File: config.mk
export PLATFORM = sky130hd
export DESIGN_NAME = counting_semaphore_wait_queue
export DESIGN_NICKNAME = d
export VERILOG_FILES = /design/src/rtl/csq_pkg.sv /design/src/rtl/csq_ctrl.sv /design/src/rtl/csq_dp.sv /design/src/rtl/counting_semaphore_wait_queue.sv
export SDC_FILE = /design/constraint.sdc
export NUM_CORES = 1
export LEC_CHECK = 0
export ABC_AREA = 0
export BUFFER_PORTS_ARGS = -buffer_cell sky130_fd_sc_hd__buf_4
export CAP_MARGIN = 25
export CELL_PAD_IN_SITES_DETAIL_PLACEMENT = 0
export CELL_PAD_IN_SITES_GLOBAL_PLACEMENT = 1
export CORE_MARGIN = 8
export CORE_UTILIZATION = 44
export CTS_CLUSTER_SIZE = 14
export DETAILED_ROUTE_END_ITERATION = 12
export HOLD_SLACK_MARGIN = 0.02
export MAX_ROUTING_LAYER = met4
export PLACE_DENSITY = 0.74
export SLEW_MARGIN = 20
export SYNTH_ARGS = -nofsm -noshare
export SYNTH_HDL_FRONTEND = slang
export SYNTH_SLANG_ARGS = --single-unit
File: constraint.sdc
create_clock -name i_clk -period 10.65 [get_ports i_clk]
set_clock_uncertainty 0.2 [all_clocks]
set_input_delay 0.5325 -clock i_clk [delete_from_list [all_inputs] [get_ports i_clk]]
set_output_delay 0.5325 -clock i_clk [all_outputs]
set_load 0.01 [all_outputs]
File: src/rtl/csq_pkg.sv
// ----------------------------------------------------------------------------
// csq_pkg
// Shared codes and controller/datapath interface types for the counting
// semaphore with wait queue.
// ----------------------------------------------------------------------------
package csq_pkg;

    localparam logic [2:0] ACT_WAIT  = 3'd0;
    localparam logic [2:0] ACT_TIMED = 3'd1;
    localparam logic [2:0] ACT_TRY   = 3'd2;
    localparam logic [2:0] ACT_SIG   = 3'd3;
    localparam logic [2:0] ACT_TICK  = 3'd4;
    localparam logic [2:0] ACT_CLOSE = 3'd5;

    localparam logic [2:0] ST_GRANTED = 3'd0;
    localparam logic [2:0] ST_BUSY    = 3'd1;
    localparam logic [2:0] ST_PARKED  = 3'd2;
    localparam logic [2:0] ST_WOKEN   = 3'd3;
    localparam logic [2:0] ST_CLOSED  = 3'd4;
    localparam logic [2:0] ST_TIMEOUT = 3'd5;
    localparam logic [2:0] ST_FULL    = 3'd6;

    localparam int COUNT_W = 18;
    localparam logic signed [COUNT_W-1:0] COUNT_TOP = 18'sh1FFFF;
    localparam logic signed [COUNT_W-1:0] COUNT_ONE = 18'sd1;

    typedef struct packed {
        logic op;          // wait, timed wait or try wait on the input fields
        logic sig_inc;     // signal: return one unit
        logic sig_step;    // signal: retire the head entry
        logic sig_emit;    // signal: present the woken thread
        logic scan_start;  // tick or close: rewind the scan pointer
        logic scan_issue;  // tick or close: read the next entry
        logic flush;       // end of scan: release held result; close also reloads count and clears queue
    } t_cmd;

    typedef struct packed {
        logic count_pos;
        logic occ_zero;
        logic head_live;
        logic scan_more;
    } t_sts;

endpackage

File: src/rtl/csq_ctrl.sv
// ----------------------------------------------------------------------------
// csq_ctrl
// Sequencer: decodes accepted commands and steps the datapath through
// signal and scan operations.
// ----------------------------------------------------------------------------
module csq_ctrl (
    input  logic          i_clk,
    input  logic          i_rst_n,
    input  logic          i_start,
    input  logic [2:0]    i_action,
    input  csq_pkg::t_sts i_sts,
    output csq_pkg::t_cmd o_cmd,
    output logic          o_busy
);
    import csq_pkg::*;

    localparam logic [2:0] S_IDLE  = 3'd0;
    localparam logic [2:0] S_SIG   = 3'd1;
    localparam logic [2:0] S_SOUT  = 3'd2;
    localparam logic [2:0] S_SCAN  = 3'd3;
    localparam logic [2:0] S_FLUSH = 3'd4;

    logic [2:0] r_state;
    logic [2:0] n_state;

    always_comb begin
        n_state = r_state;
        o_cmd   = '0;
        case (r_state)
            S_IDLE: begin
                if (i_start) begin
                    case (i_action)
                        ACT_WAIT, ACT_TIMED, ACT_TRY: begin
                            o_cmd.op = 1'b1;
                        end
                        ACT_SIG: begin
                            o_cmd.sig_inc = 1'b1;
                            n_state = S_SIG;
                        end
                        ACT_TICK, ACT_CLOSE: begin
                            o_cmd.scan_start = 1'b1;
                            n_state = S_SCAN;
                        end
                        default: begin
                        end
                    endcase
                end
            end
            S_SIG: begin
                if (i_sts.count_pos || i_sts.occ_zero) begin
                    n_state = S_IDLE;
                end else begin
                    o_cmd.sig_step = 1'b1;
                    if (i_sts.head_live) begin
                        n_state = S_SOUT;
                    end
                end
            end
            S_SOUT: begin
                o_cmd.sig_emit = 1'b1;
                n_state = S_IDLE;
            end
            S_SCAN: begin
                if (i_sts.scan_more) begin
                    o_cmd.scan_issue = 1'b1;
                end else begin
                    n_state = S_FLUSH;
                end
            end
            S_FLUSH: begin
                o_cmd.flush = 1'b1;
                n_state = S_IDLE;
            end
            default: begin
                n_state = S_IDLE;
            end
        endcase
    end

    always_ff @(posedge i_clk) begin
        if (!i_rst_n) begin
            r_state <= S_IDLE;
        end else begin
            r_state <= n_state;
        end
    end

    assign o_busy = (r_state != S_IDLE);

endmodule

File: src/rtl/csq_dp.sv
// ----------------------------------------------------------------------------
// csq_dp
// Datapath: count, circular waiter queue (ids and deadlines in memory,
// pending flags in flops), scan stage and result register.
// ----------------------------------------------------------------------------
module csq_dp #(
    parameter int QUEUE_DEPTH    = 16,
    parameter int THREAD_ID_BITS = 8
) (
    input  logic          i_clk,
    input  logic          i_rst_n,
    input  csq_pkg::t_cmd i_cmd,
    output csq_pkg::t_sts o_sts,
    input  logic [2:0]    i_action,
    input  logic [7:0]    i_thread_id,
    input  logic [15:0]   i_timeout_ticks,
    input  logic          i_cfg_wr_en,
    input  logic [15:0]   i_cfg_wr_data,
    output logic          o_result_valid,
    output logic [7:0]    o_thread_id_out,
    output logic [2:0]    o_status,
    output logic          o_last
);
    import csq_pkg::*;

    localparam int AW = (QUEUE_DEPTH > 1) ? $clog2(QUEUE_DEPTH) : 1;
    localparam int OW = $clog2(QUEUE_DEPTH + 1);
    localparam int IW = THREAD_ID_BITS;

    logic [IW-1:0] mem_id [QUEUE_DEPTH];
    logic [15:0]   mem_dl [QUEUE_DEPTH];

    logic [15:0]              r_init;
    logic signed [COUNT_W-1:0] r_count;
    logic [QUEUE_DEPTH-1:0]   r_pend;
    logic [AW-1:0]            r_head;
    logic [OW-1:0]            r_occ;
    logic [OW-1:0]            r_scan_i;
    logic [AW-1:0]            r_scan_slot;
    logic                     r_mode_tick;
    logic                     r_s_vld;
    logic [AW-1:0]            r_s_slot;
    logic [IW-1:0]            r_rd_id;
    logic [15:0]              r_rd_dl;
    logic                     r_hold_vld;
    logic [7:0]               r_hold_id;
    logic [2:0]               r_hold_st;
    logic                     r_out_vld;
    logic [7:0]               r_out_id;
    logic [2:0]               r_out_st;
    logic                     r_out_last;

    function automatic logic [AW-1:0] wrap_inc(input logic [AW-1:0] p);
        return (p == AW'(QUEUE_DEPTH - 1)) ? '0 : p + 1'b1;
    endfunction

    logic          count_pos;
    logic          full;
    logic [OW:0]   slot_sum;
    logic [AW-1:0] park_slot;
    logic [IW-1:0] in_id;
    logic          is_try;
    logic          park_we;
    logic [2:0]    op_st;
    logic          head_live;
    logic          pend_s;
    logic          tick_we;
    logic          tick_hit;
    logic          close_hit;
    logic          push;
    logic [2:0]    push_st;
    logic [AW-1:0] rd_addr;
    logic [AW-1:0] dl_waddr;
    logic [15:0]   dl_wdata;

    assign count_pos = !r_count[COUNT_W-1] && (r_count != '0);
    assign full      = (r_occ == OW'(QUEUE_DEPTH));
    assign slot_sum  = {1'b0, OW'(r_head)} + {1'b0, r_occ};
    assign park_slot = (slot_sum >= (OW+1)'(QUEUE_DEPTH))
                       ? AW'(slot_sum - (OW+1)'(QUEUE_DEPTH)) : AW'(slot_sum);
    assign in_id     = IW'(i_thread_id);
    assign is_try    = (i_action == ACT_TRY);
    assign park_we   = i_cmd.op && !is_try && !count_pos && !full;

    always_comb begin
        if (count_pos) begin
            op_st = ST_GRANTED;
        end else if (is_try) begin
            op_st = ST_BUSY;
        end else if (full) begin
            op_st = ST_FULL;
        end else begin
            op_st = ST_PARKED;
        end
    end

    assign head_live = r_pend[r_head];
    assign pend_s    = r_pend[r_s_slot];
    assign tick_we   = r_s_vld && r_mode_tick && pend_s && (r_rd_dl != 16'd0);
    assign tick_hit  = tick_we && (r_rd_dl == 16'd1);
    assign close_hit = r_s_vld && !r_mode_tick && pend_s;
    assign push      = tick_hit || close_hit;
    assign push_st   = tick_hit ? ST_TIMEOUT : ST_CLOSED;

    assign rd_addr   = i_cmd.scan_issue ? r_scan_slot : r_head;
    assign dl_waddr  = park_we ? park_slot : r_s_slot;
    assign dl_wdata  = park_we ? ((i_action == ACT_TIMED) ? i_timeout_ticks : 16'd0)
                               : r_rd_dl - 16'd1;

    always_ff @(posedge i_clk) begin
        if (park_we) begin
            mem_id[park_slot] <= in_id;
        end
        r_rd_id <= mem_id[rd_addr];
    end

    always_ff @(posedge i_clk) begin
        if (park_we || tick_we) begin
            mem_dl[dl_waddr] <= dl_wdata;
        end
        r_rd_dl <= mem_dl[rd_addr];
    end

    always_ff @(posedge i_clk) begin
        if (!i_rst_n) begin
            r_init     <= '0;
            r_count    <= '0;
            r_pend     <= '0;
            r_head     <= '0;
            r_occ      <= '0;
            r_s_vld    <= 1'b0;
            r_hold_vld <= 1'b0;
            r_out_vld  <= 1'b0;
        end else begin
            r_out_vld <= i_cmd.op || i_cmd.sig_emit
                         || ((push || i_cmd.flush) && r_hold_vld);
            r_s_vld   <= i_cmd.scan_issue;
            if (i_cfg_wr_en) begin
                r_init <= i_cfg_wr_data;
            end

            if (i_cmd.op) begin
                if (count_pos || park_we) begin
                    r_count <= r_count - COUNT_ONE;
                end
                if (park_we) begin
                    r_pend[park_slot] <= 1'b1;
                    r_occ <= r_occ + 1'b1;
                end
                r_out_id   <= 8'(in_id);
                r_out_st   <= op_st;
                r_out_last <= 1'b1;
            end

            if (i_cmd.sig_inc && (r_count != COUNT_TOP)) begin
                r_count <= r_count + COUNT_ONE;
            end

            if (i_cmd.sig_step) begin
                r_pend[r_head] <= 1'b0;
                r_head <= wrap_inc(r_head);
                r_occ  <= r_occ - 1'b1;
                if (!head_live) begin
                    r_count <= r_count + COUNT_ONE;
                end
            end

            if (i_cmd.sig_emit) begin
                r_out_id   <= 8'(r_rd_id);
                r_out_st   <= ST_WOKEN;
                r_out_last <= 1'b1;
            end

            if (i_cmd.scan_start) begin
                r_scan_i    <= '0;
                r_scan_slot <= r_head;
                r_mode_tick <= (i_action == ACT_TICK);
            end

            if (i_cmd.scan_issue) begin
                r_s_slot    <= r_scan_slot;
                r_scan_slot <= wrap_inc(r_scan_slot);
                r_scan_i    <= r_scan_i + 1'b1;
            end

            if (tick_hit) begin
                r_pend[r_s_slot] <= 1'b0;
            end

            if (push) begin
                if (r_hold_vld) begin
                    r_out_id   <= r_hold_id;
                    r_out_st   <= r_hold_st;
                    r_out_last <= 1'b0;
                end
                r_hold_vld <= 1'b1;
                r_hold_id  <= 8'(r_rd_id);
                r_hold_st  <= push_st;
            end

            if (i_cmd.flush) begin
                if (r_hold_vld) begin
                    r_out_id   <= r_hold_id;
                    r_out_st   <= r_hold_st;
                    r_out_last <= 1'b1;
                end
                r_hold_vld <= 1'b0;
                if (!r_mode_tick) begin
                    r_count <= signed'({2'b00, r_init});
                    r_pend  <= '0;
                    r_head  <= '0;
                    r_occ   <= '0;
                end
            end
        end
    end

    assign o_sts.count_pos = count_pos;
    assign o_sts.occ_zero  = (r_occ == '0);
    assign o_sts.head_live = head_live;
    assign o_sts.scan_more = (r_scan_i < r_occ);

    assign o_result_valid  = r_out_vld;
    assign o_thread_id_out = r_out_id;
    assign o_status        = r_out_st;
    assign o_last          = r_out_last;

endmodule

File: src/rtl/counting_semaphore_wait_queue.sv
// ----------------------------------------------------------------------------
// counting_semaphore_wait_queue
// Counting semaphore with a FIFO of waiting thread ids and tick deadlines.
//
//   channel   signals                                         transfer
//   command   i_start, i_action, i_thread_id, i_timeout_ticks  i_start && !o_busy
//   config    i_cfg_wr_en, i_cfg_wr_data                       i_cfg_wr_en
//   result    o_result_valid, o_thread_id_out, o_status, o_last  o_result_valid
//
// Wait, timed wait and try wait: never go busy, result the next cycle.
// Signal: busy while queue entries at the head pointer are retired, one per
// cycle, at most QUEUE_DEPTH; a woken waiter shows as busy falls.
// Tick and close: busy while each queue entry is read from the id and deadline
// memories, one per cycle, then a flush; the last result shows as busy falls.
// Reset clears the queue at once; results are strobes and are never stalled.
// ----------------------------------------------------------------------------
module counting_semaphore_wait_queue #(
    parameter int QUEUE_DEPTH    = 16,
    parameter int THREAD_ID_BITS = 8
) (
    input  logic        i_clk,
    input  logic        i_rst_n,
    input  logic        i_start,
    output logic        o_busy,
    input  logic [2:0]  i_action,
    input  logic [7:0]  i_thread_id,
    input  logic [15:0] i_timeout_ticks,
    input  logic        i_cfg_wr_en,
    input  logic [15:0] i_cfg_wr_data,
    output logic        o_result_valid,
    output logic [7:0]  o_thread_id_out,
    output logic [2:0]  o_status,
    output logic        o_last
);
    import csq_pkg::*;

    t_cmd cmd;
    t_sts sts;

    csq_ctrl u_ctrl (
        .i_clk    (i_clk),
        .i_rst_n  (i_rst_n),
        .i_start  (i_start),
        .i_action (i_action),
        .i_sts    (sts),
        .o_cmd    (cmd),
        .o_busy   (o_busy)
    );

    csq_dp #(
        .QUEUE_DEPTH    (QUEUE_DEPTH),
        .THREAD_ID_BITS (THREAD_ID_BITS)
    ) u_dp (
        .i_clk           (i_clk),
        .i_rst_n         (i_rst_n),
        .i_cmd           (cmd),
        .o_sts           (sts),
        .i_action        (i_action),
        .i_thread_id     (i_thread_id),
        .i_timeout_ticks (i_timeout_ticks),
        .i_cfg_wr_en     (i_cfg_wr_en),
        .i_cfg_wr_data   (i_cfg_wr_data),
        .o_result_valid  (o_result_valid),
        .o_thread_id_out (o_thread_id_out),
        .o_status        (o_status),
        .o_last          (o_last)
    );

    a_step_nonempty: assert property (@(posedge i_clk) disable iff (!i_rst_n)
        cmd.sig_step |-> !sts.occ_zero)
        else $error("signal retired an entry from an empty queue");

    a_issue_in_range: assert property (@(posedge i_clk) disable iff (!i_rst_n)
        cmd.scan_issue |-> sts.scan_more)
        else $error("scan read past occupancy");

    a_flush_idle: assert property (@(posedge i_clk) disable iff (!i_rst_n)
        cmd.flush |=> !o_busy)
        else $error("busy after scan flush");

    a_wake_result: assert property (@(posedge i_clk) disable iff (!i_rst_n)
        cmd.sig_emit |=> (o_result_valid && o_last && (o_status == ST_WOKEN)))
        else $error("woken waiter not reported");

endmodule

==> results by stage <==
Run status:
- The flow ran to the end, and the final reports show no timing, DRC or antenna violations.

STA:
- Setup violations remaining at the end of the flow were counted as 0.
- The sum of negative setup slack is 0 ns.
- The clock period minus worst slack is about 4.6 ns.
- The achievable clock frequency is 0.220 GHz.
- The number of hold violations in the final report came to 0.
- The pin slew with the least headroom to its limit is ~1.1 ns.
- The max-slew violation total from the final report is 0.
- Setup repair after global routing left no endpoint under its margin.
- Dividing the final minimum period by the clock period gives 42.7%.
- The worst pin sits at a relative slew slack of 27.5%.

Cells and area:
- The number of antenna diodes in the final layout is 0.
- The share of the core filled with cells in the final layout is 51.8%.
- In the layout the commonest cells are edfxtp_1 (419), mux2i_1 (217), o22ai_1 (102), dfxtp_1 (89), buf_4 (87).
- The relative area change from synthesis to final layout is 15.9%.
- In the final layout, the share of cells above drive strength 1 is approximately 15%.
- Leaving out fill and tap cells, the most frequent cell in the layout is edfxtp_1.
- The final net count is 1645.

Power:
- In this run the power spent charging and discharging nets is 1.13 mW.
- The areal power density over the cells is 193 nW/um^2.
- The share of power burned in the clock network is roughly two fifths.
- The proportion of power drawn by combinational gates is between 10% and 20%.
- For this design the static power due to leakage is about 9.5 nW.
- Net switching is between 20% and 30% of the power.
- The fraction of power consumed by sequential logic is 48.5%.
- The internal power of the cells is 3.65 mW.
- The worst-case IR drop observed on VDD is approximately 0.13 mV.

Global routing:
- The via count of the first global-routing pass is 12.9k.
- Entering global routing, the biggest net connects 130 pins.
- The number of antenna violations at the first check in global routing came to 0.
- The total routing usage reported by global routing is 18.3%.
- The total overflow reported by the global router is 0.
- The first global-routing pass estimated just under 80 mm of wire.

Die:
- The horizontal die dimension is between 200 and 250 um.
- The area of the core is around 48000 um^2.
- For this configuration, the core starts out at a cell density of roughly 45%.
- The die covers ~56000 um^2.
- The overall die height is 236 um.
- The number of I/O pins is around 60.
- After floorplanning, the core was divided into 80 placement rows.

Yosys:
- The average cell area after synthesis is between 10 and 15 um^2.
- The largest total area in the synthesized netlist belongs to edfxtp_1.
- The total number of yosys warnings is 0.
- When the netlist entered floorplanning its net count stood at between 1.5k and 2k.
- The netlist area before placement is ~21000 um^2.
- The share of synthesized registers carrying an async set or reset is 0%.
- The share of synthesized area occupied by flip-flops and latches is 67.2%.
- The proportion of netlist area held by the largest area contributor is 58.9%.
- The count of cell types in the netlist is between 70 and 80.
- The register bit total from synthesis is approximately 510.
- Synthesis produced a netlist whose cell count is about 1.5k.
- By area the synthesized netlist is led by edfxtp_1 (59%), mux2i_1 (10%), dfxtp_1 (8.3%).
- The most used flip-flop cell after synthesis is edfxtp_1.
- The count of flip-flops with a built-in enable after synthesis is ~420.

Drt:
- In the routed design, unresolved DRC markers number 0.
- The iteration-0 DRC count of the detailed router is a little under 900.
- In the final routed layout, each cell accounts on average for about 23 um.
- The remaining number of nets flagged by the antenna check after routing is 0.
- The total wire length is roughly 51 mm.
- Dividing the detail-routed via count by the number of cells gives about 5.8.
- Detailed routing inserted a total of approximately 13k vias.
- The number of iterations in the first detailed-routing pass is 5.

Placement:
- The number of input and output port buffers inserted is 60.
- The post-DP HPWL is approximately 33 mm.
- Routability-driven placement finished with a final weighted congestion of 0.906.

Worst setup path:
- STA classifies the critical path endpoint as a register.
- The data arrival at the endpoint of the critical path is between 4 and 5 ns.
- The nature of the critical path startpoint is a register.
- The maximum fanout along the worst path is 129.
- The critical path in this run is classified as reg -> reg.
- In this run the register-to-register setup slack is around 6.1 ns.
- The logic depth of the worst register-to-register path is 12.
- At the worst endpoint, the required time is approximately 11 ns.

Clock network:
- Gates resized during post-CTS repair numbered 0.
- The depth of the CTS H-tree is 2.
- The total clock sinks is approximately 510.
- The total setup buffers inserted after CTS is 0.
- The post-cts hold buffer count is 17.
- The number of buffers inserted during clock tree synthesis is 53.
- The clock-pin slew of the registers on the worst-case setup and hold paths is ~0.060 ns.
- The cell chosen for the clock root is clkbuf_16.
- The clock passes through at most 3 buffers.
- The clock latency of the later-clocked register in the worst-skew pair is about 0.60 ns.
- TritonCTS built the clock tree.

Job:
- The number of maximum-capacitance constraint violations is 0.

Min path:
- In this run the worst hold path is classified as in -> reg.
- Counting instances, the worst hold path has a depth of 2.
[cell type report]
type | instances | area (um^2)
tap | 615 | 769
clock buffer | 64 | 1410
sequential | 508 | 14400
clock inverter | 35 | 448
timing repair buffer | 110 | 920
fill | 4027 | 23100
multi-input combinational | 876 | 6760
inverter | 28 | 105
[path summary, 6_finish.rpt]
kind                       startpoint                           to
min reg2reg   u_dp.r_rd_id[0]$_DFF_P_  u_dp.r_hold_id[0]$_DFFE_PP_
min                       i_action[0]   u_dp.r_mode_tick$_DFFE_PP_
max reg2reg  u_dp.r_occ[2]$_SDFF_PN0_      u_dp.r_rd_id[0]$_DFF_P_
max          u_dp.r_occ[2]$_SDFF_PN0_      u_dp.r_rd_id[0]$_DFF_P_
[critical path, stage by stage, from the launching register on]
cell and delay [ns]:
dfxtp_1 0.38, inv_1 0.10, ha_1 0.30, a21o_1 0.18
a31oi_1 0.24, o21ai_2 0.15, mux2i_4 0.21, buf_12 0.60
buf_4 0.52, buf_16 0.31, mux2i_1 0.24, o22ai_1 0.13
or4_1 0.57
[state kept, by name, summed over array words and instances (netlist names), 3 cells and up]
register,count
u_dp.r_hold_id,8
u_dp.r_occ,5
u_ctrl.r_state,3
u_dp.r_head,4
u_dp.r_scan_i,5
u_dp.r_s_slot,4
u_dp.r_init,16
u_dp.mem_dl,256
u_dp.r_count,18
u_dp.r_rd_id,8
u_dp.o_thread_id_out,8
u_dp.r_scan_slot,4
u_dp.o_status,3
u_dp.r_pend,16
u_dp.mem_id,128
u_dp.r_rd_dl,16
[metal layers]
metal	share of wire [%]	up-vias	track usage (%)
met3	5.3	88	3.49
met5	0	-	-
met1	43	6461	22.9
met2	49	362	30.0
li1	-	5997	-
met4	2.7	0	5.84
[logic make-up (layout without fill, tap and decap cells)]
group | count (synthesis) | after routing | synth area share, %
adders and majority gates | 21 | 21 | 1.26
DFF | 508 | 508 | 67.2
muxes | 238 | 238 | 11.8
and+or+nand+nor | 287 | 287 | 7.14
buffers and inverters | 110 | 237 | 2.29
xor gates and xnor gates | 39 | 39 | 1.60
AOI/OAI and AO/OA | 291 | 291 | 8.76
[per-stage QoR]
step	hold WS [ns]	total power [mW]	cells	setup WS, ns	cell area, um^2
after floorplan	0.208	2.67	1494	6.66	21400
after global placement	0.230	2.84	2108	5.99	22600
after detailed placement	0.228	2.85	2112	5.84	22600
after CTS	0.0247	4.82	2228	5.87	24700
after global routing	0.0601	4.95	2236	5.96	24800
final	0.0653	4.78	2236	6.10	24800
[power groups by stage]
stage | clock network [mW] | logic, mW | registers [mW]
after floorplan | 0 | 0.335 | 2.34
after global placement | 0 | 0.477 | 2.36
after detailed placement | 0 | 0.488 | 2.36
after CTS | 2.00 | 0.495 | 2.32
after global routing | 2.08 | 0.548 | 2.33
final | 1.97 | 0.495 | 2.32
[synth_stat cells (5+ instances only)]
master      n
a211oi_1   11
a21oi_1    40
a31o_2      9
a31oi_1    27
and2_1      6
and3_1      9
buf_1       8
buf_2      23
clkbuf_1   45
dfxtp_1    89
edfxtp_1  419
ha_1       20
inv_1      28
mux2_2     11
mux2i_1   218
mux4_2      8
nand2_1    55
nand3_1    28
nand4_1     5
nor2_1     91
nor3_1     22
nor4_1      5
o211ai_1    5
o21ai_0    48
o22ai_1   104
o31ai_1     7
o32ai_1     5
or3_1       5
or4_1      26
xnor2_1    35
Power figures use the tool's default switching activity.
